==> config.mk <==
export PLATFORM = sky130hd
export DESIGN_NAME = spma_front
export DESIGN_NICKNAME = d
export VERILOG_FILES = /design/src/spma_pkg.sv /design/src/spma_front.sv
export SDC_FILE = /design/constraint.sdc
export NUM_CORES = 1
export LEC_CHECK = 0
export BUFFER_PORTS_ARGS = -buffer_cell sky130_fd_sc_hd__buf_2
export CAP_MARGIN = 30
export CORE_MARGIN = 2
export CORE_UTILIZATION = 42
export DETAILED_ROUTE_END_ITERATION = 10
export SKIP_CTS_REPAIR_TIMING = 1
export SKIP_LAST_GASP = 1
export SYNTH_ARGS = -nofsm -noshare
export SYNTH_HDL_FRONTEND = slang
export SYNTH_SLANG_ARGS = --single-unit
==> constraint.sdc <==
create_clock -name clk -period 3.55 [get_ports clk]
set_input_delay 0.5325 -clock clk [delete_from_list [all_inputs] [get_ports clk]]
set_output_delay 0.5325 -clock clk [all_outputs]
set_load 0.01 [all_outputs]
==> src/spma_pkg.sv <==
package spma_pkg;
  localparam logic REQ_LOAD  = 1'b0;
  localparam logic REQ_STORE = 1'b1;

  typedef struct packed {
    logic        req_type;
    logic [31:0] address;
    logic [1:0]  access_size;
    logic [63:0] write_data;
  } spma_req_t;

  typedef struct packed {
    logic [63:0] read_data;
    logic        misaligned;
    logic        not_defined;
    logic        new_region;
    logic        table_full;
  } spma_rsp_t;
endpackage

==> src/spma_front.sv <==
module spma_front #(
  parameter int PAGE_BITS = 12,
  parameter int NUM_PAGES = 16,
  parameter int ADDR_BITS = 32,
  parameter int SLOT_W = (NUM_PAGES > 1) ? $clog2(NUM_PAGES) : 1
) (
  input  logic            clk,
  input  logic            rst,
  input  logic            enable,
  input  logic            in_valid,
  output logic            in_ready,
  input  spma_pkg::spma_req_t in_data,
  // classified word toward the back end
  output logic            q_valid,
  input  logic            q_ready,
  output spma_pkg::spma_req_t q_req,
  output logic            q_hit,
  output logic            q_mis,
  output logic            q_nr,
  output logic            q_full,
  output logic [SLOT_W-1:0] q_slot
);
  import spma_pkg::*;
  localparam int TAG_W = ((ADDR_BITS < 32) ? ADDR_BITS : 32) - PAGE_BITS;
  localparam int CNT_W = $clog2(NUM_PAGES + 1);

  logic [TAG_W-1:0] page_tag [NUM_PAGES];
  logic [NUM_PAGES-1:0] page_valid;
  logic [CNT_W-1:0] pages_used;

  logic [31:0] addr;
  logic [TAG_W-1:0] tag;
  logic hit, mis, store;
  logic [SLOT_W-1:0] hit_slot;
  logic [7:0] nb_mask;
  logic accept, alloc, no_room;

  // Address masked to the machine's address width.
  always_comb begin
    addr = in_data.address;
    if (ADDR_BITS < 32) addr = in_data.address & ((32'h1 << (ADDR_BITS % 32)) - 32'h1);
    tag = addr[PAGE_BITS +: TAG_W];
    nb_mask = (8'h1 << in_data.access_size) - 8'h1;
    mis = (addr[2:0] & nb_mask[2:0]) != 3'b0;
    store = in_data.req_type == REQ_STORE;
  end

  // Associative lookup over the page table.
  always_comb begin
    hit = 1'b0;
    hit_slot = '0;
    for (int i = 0; i < NUM_PAGES; i++) begin
      if (!hit && page_valid[i] && page_tag[i] == tag) begin
        hit = 1'b1;
        hit_slot = SLOT_W'(i);
      end
    end
  end

  // An aligned store to an unmapped page takes the next free slot if there is one.
  assign accept = in_valid && in_ready;
  assign alloc = store && !mis && !hit && pages_used < CNT_W'(NUM_PAGES);
  assign no_room = store && !mis && !hit && !(pages_used < CNT_W'(NUM_PAGES));

  // One-entry queue register toward the back end.
  assign in_ready = enable && (!q_valid || q_ready);

  always_ff @(posedge clk) begin
    if (rst) begin
      q_valid <= 1'b0;
      page_valid <= '0;
      pages_used <= '0;
    end else begin
      q_valid <= accept || (q_valid && !q_ready);
      if (accept && alloc) begin
        page_valid[pages_used[SLOT_W-1:0]] <= 1'b1;
        pages_used <= pages_used + CNT_W'(1);
      end
    end
  end

  always_ff @(posedge clk) begin
    if (accept) begin
      q_req <= '{req_type: in_data.req_type, address: addr,
                 access_size: in_data.access_size, write_data: in_data.write_data};
      q_mis <= mis;
      q_hit <= hit || alloc;
      q_nr <= alloc;
      q_full <= no_room;
      q_slot <= alloc ? pages_used[SLOT_W-1:0] : hit_slot;
      if (alloc) page_tag[pages_used[SLOT_W-1:0]] <= tag;
    end
  end
endmodule

==> summary.txt <==
Rel. slew slack -> 52.0%
Most used DFF post-synth -> edfxtp_1
Row cnt -> 76
Pre-CTS WS -> -0.0300 ns
HP Class -> input port to flip-flop
Post-Layout Cell Count -> 1969
Crit path max-delay family -> simple AND/OR/NAND/NOR gates
Synth Area in Compound Gates -> 1.61%
DR WL met3 -> 1530 microns
Die Ht -> 212 microns
Slowest Stage Delay on Critical Path -> 0.45 ns
Root Driver -> clkbuf_16
CP Class -> flip-flop to flip-flop
Via density -> 4.87
Syn Area/Cell -> 17.0 sq um
Max clock buf depth -> 3
Storage element area -> 0.0133 sq mm
Clock sink count -> 449
Worst setup EP type -> flip-flop
Filler Cells Inserted -> 3590
Yosys reg bits -> 449
Post-synthesis mux area share -> 0.0827%
Sequential area share after synthesis -> 73.1%
H-tree depth -> 2
CP Data Required Time -> 3.84 ns
Simple-Gate Fraction of Synth Area -> 6.36%
Drt first pass iters -> 5
Worst setup margin -> 0.515 ns
Worst-Skew Late Latency -> 0.59 ns
RSZ-0062 raised after global routing -> false
First-pass GRT wire length -> 58400 microns
Layout cells sized above 1 -> 26.6%
Routed wl met2 -> 18900 microns
Slew @ Worst Pin -> 0.713 ns
Final GP Congestion -> 0.791
Placed Cells -> 1882
Yosys warning count -> 0
DRC Markers -> 0
EDFF count, synth -> 427
Congestion Overflow GR -> 0
DIE AREA -> 0.0449 sq mm
Main combinational cell family by area after synthesis -> XOR/XNOR gates
Share of the synthesized area in the top cell type -> 70.7%
Routed WL -> 39500 microns
I/O pins -> 213
Final period utilization -> 85.5%
CORE AREA -> 0.0429 sq mm
Area Overhead vs Synth -> 20.1%
First DRT Iteration DRCs -> 661
Initial Util -> 42.3%
Maximum clock rate -> 0.330 GHz
CTS tree -> yes
Setup TNS -> 0 ns
CP startpoint kind -> flip-flop
CP cell instances -> xor2_1 > nor4_1 > nand4_1 > or4_4 > nand4_4 > nor4_4 > buf_4 > nand3_2 > nor2_1 > buf_12
Crit path arrival time -> 3.33 ns
NumNets Final -> 1454
Dpl hpwl -> 25400 microns
Initial antenna violation count -> 0
Largest net degree at the start of global routing -> 52
WP buf/inv -> 2
Cell area power density -> 510 mW/mm^2
CTS buffer count -> 47
Critical Path Fanout Max -> 20
Syn Nets -> 1175
Max_cap viols -> 0
Unique masters post-synth -> 48
Reg clk slew, reported paths -> 0.06 ns
Run status -> complete, no violations
Final setup skew -> 0.0302 ns
Synthesized area -> 0.0181 sq mm
Static Leak -> 7.30 nW
Commonest non-fill, non-tap cell in the layout -> edfxtp_1
Power Total -> 11.1 mW
Fin crit period -> 3.03 ns
Post-Synthesis Cells -> 1067
Vias in the first global route -> 9570
Worst vdd ir -> 0.444 mV
Most frequent cells in the layout -> edfxtp_1 (427), xnor2_1 (228), buf_2 (212)
Adder-Cell Fraction of Synth Area -> 0.276%
Post-synthesis async set-or-reset flop share -> 0%
WL/cell -> 20.0 microns
Post-synth top area cell -> edfxtp_1
Max-slew violations -> 0
GRT Util Overall -> 17.5%
Highest Signal Layer -> met4
Final Hold Fails -> 0
Antenna-violating nets left -> 0
Routed vias -> 9593
Met1 WL -> 18300 microns
Area contributors post-synth -> edfxtp_1 (71%), xnor2_1 (11%), xor2_1 (4.4%)
Slowest-stage cell, CP -> edfxtp_1
Post-synthesis xor/xnor area fraction -> 15.4%
Setup violators final -> 0
Port Buffers -> 212
Ant. Diodes -> 0
Area occupied by multi-input gates -> 0.00433 sq mm
Die Wd -> 212 microns
==> cells by family (layout without fill, tap and decap cells) <==
kind of cell	count (synthesis)	in the layout
DFF	449	449
xor gates and xnor gates	320	320
and+or+nand+nor	180	180
buffers and inverters	68	385
AOI/OAI and AO/OA	45	45
adders and majority gates	4	4
muxes	1	1
==> final timing paths <==
| path | cells after the start | endpoint | start | slack, ns |
|---|---|---|---|---|
| setup / recovery | 10 | page_tag[6][15] | page_tag[13][17] | 0.52 |
| hold / removal | 1 | q_req[35] | in_data[35] | 0.11 |
| setup reg to reg | 10 | page_tag[6][15] | page_tag[13][17] | 0.52 |
| hold reg to reg | 2 | page_valid[0] | page_valid[0] | 0.47 |
==> registers in the layout, indices dropped and copies added (netlist names) <==
signal / flops
page_valid: 16
q_slot: 4
q_nr: 1
q_full: 1
q_mis: 1
q_req: 99
page_tag: 320
pages_used: 5
q_valid: 1
q_hit: 1
==> layout make-up <==
cell class              instances  share of cell area [%]
flip-flops and latches        449                    60.9
multi-input cells             550                    19.9
repair buffers                276                    8.85
clock buffers                  67                    6.07
well taps                     585                    3.36
clock inverters                20                   0.586
inverters                      22                   0.390
==> power breakdown <==
group	total [mW]	switching [mW]	internal, mW	leakage, nW
registers	5.88	0.0148	5.87	4.06
logic	0.630	0.379	0.250	2.53
clock network	4.61	2.01	2.60	0.712
total	11.1	2.40	8.72	7.30
==> synthesized netlist by cell type, drive strengths merged (13+ instances only) <==
cell type and n:
edfxtp 427, nand4 62, nor4 34, inv 22
buf 42, nor3 13, xnor2 228, nor2 18
o22ai 17, nand3 23, dfxtp 22, xor2 92
==> metrics by stage <==
| step | area, sq um | utilization [%] | hold slack, ns |
|---|---|---|---|
| finish | 21800 | 50.8 | 0.108 |
| global route | 21800 | 50.8 | 0.0854 |
| CTS | 21800 | 50.8 | 0.0741 |
| detailed placement | 20300 | 47.4 | 0.465 |
| global placement | 20300 | 47.4 | 0.462 |
| floorplan | 18200 | - | 0.450 |
==> worst register-to-register path: stages, from the launching register on <==
cell,delay (ns)
edfxtp_1,0.45
xor2_1,0.38
nor4_1,0.12
nand4_1,0.19
or4_4,0.19
nand4_4,0.11
nor4_4,0.27
buf_4,0.26
nand3_2,0.27
nor2_1,0.28
buf_12,0.20
==> per-layer routing <==
metal | GRT usage (%) | vias to the layer above
met2 | 28.1 | 196
met4 | 4.35 | 0
met1 | 25.0 | 4838
met3 | 2.83 | 53
li1 | - | 4506
met5 | 0 | -
No activity file was read; power rests on OpenSTA's default activity.
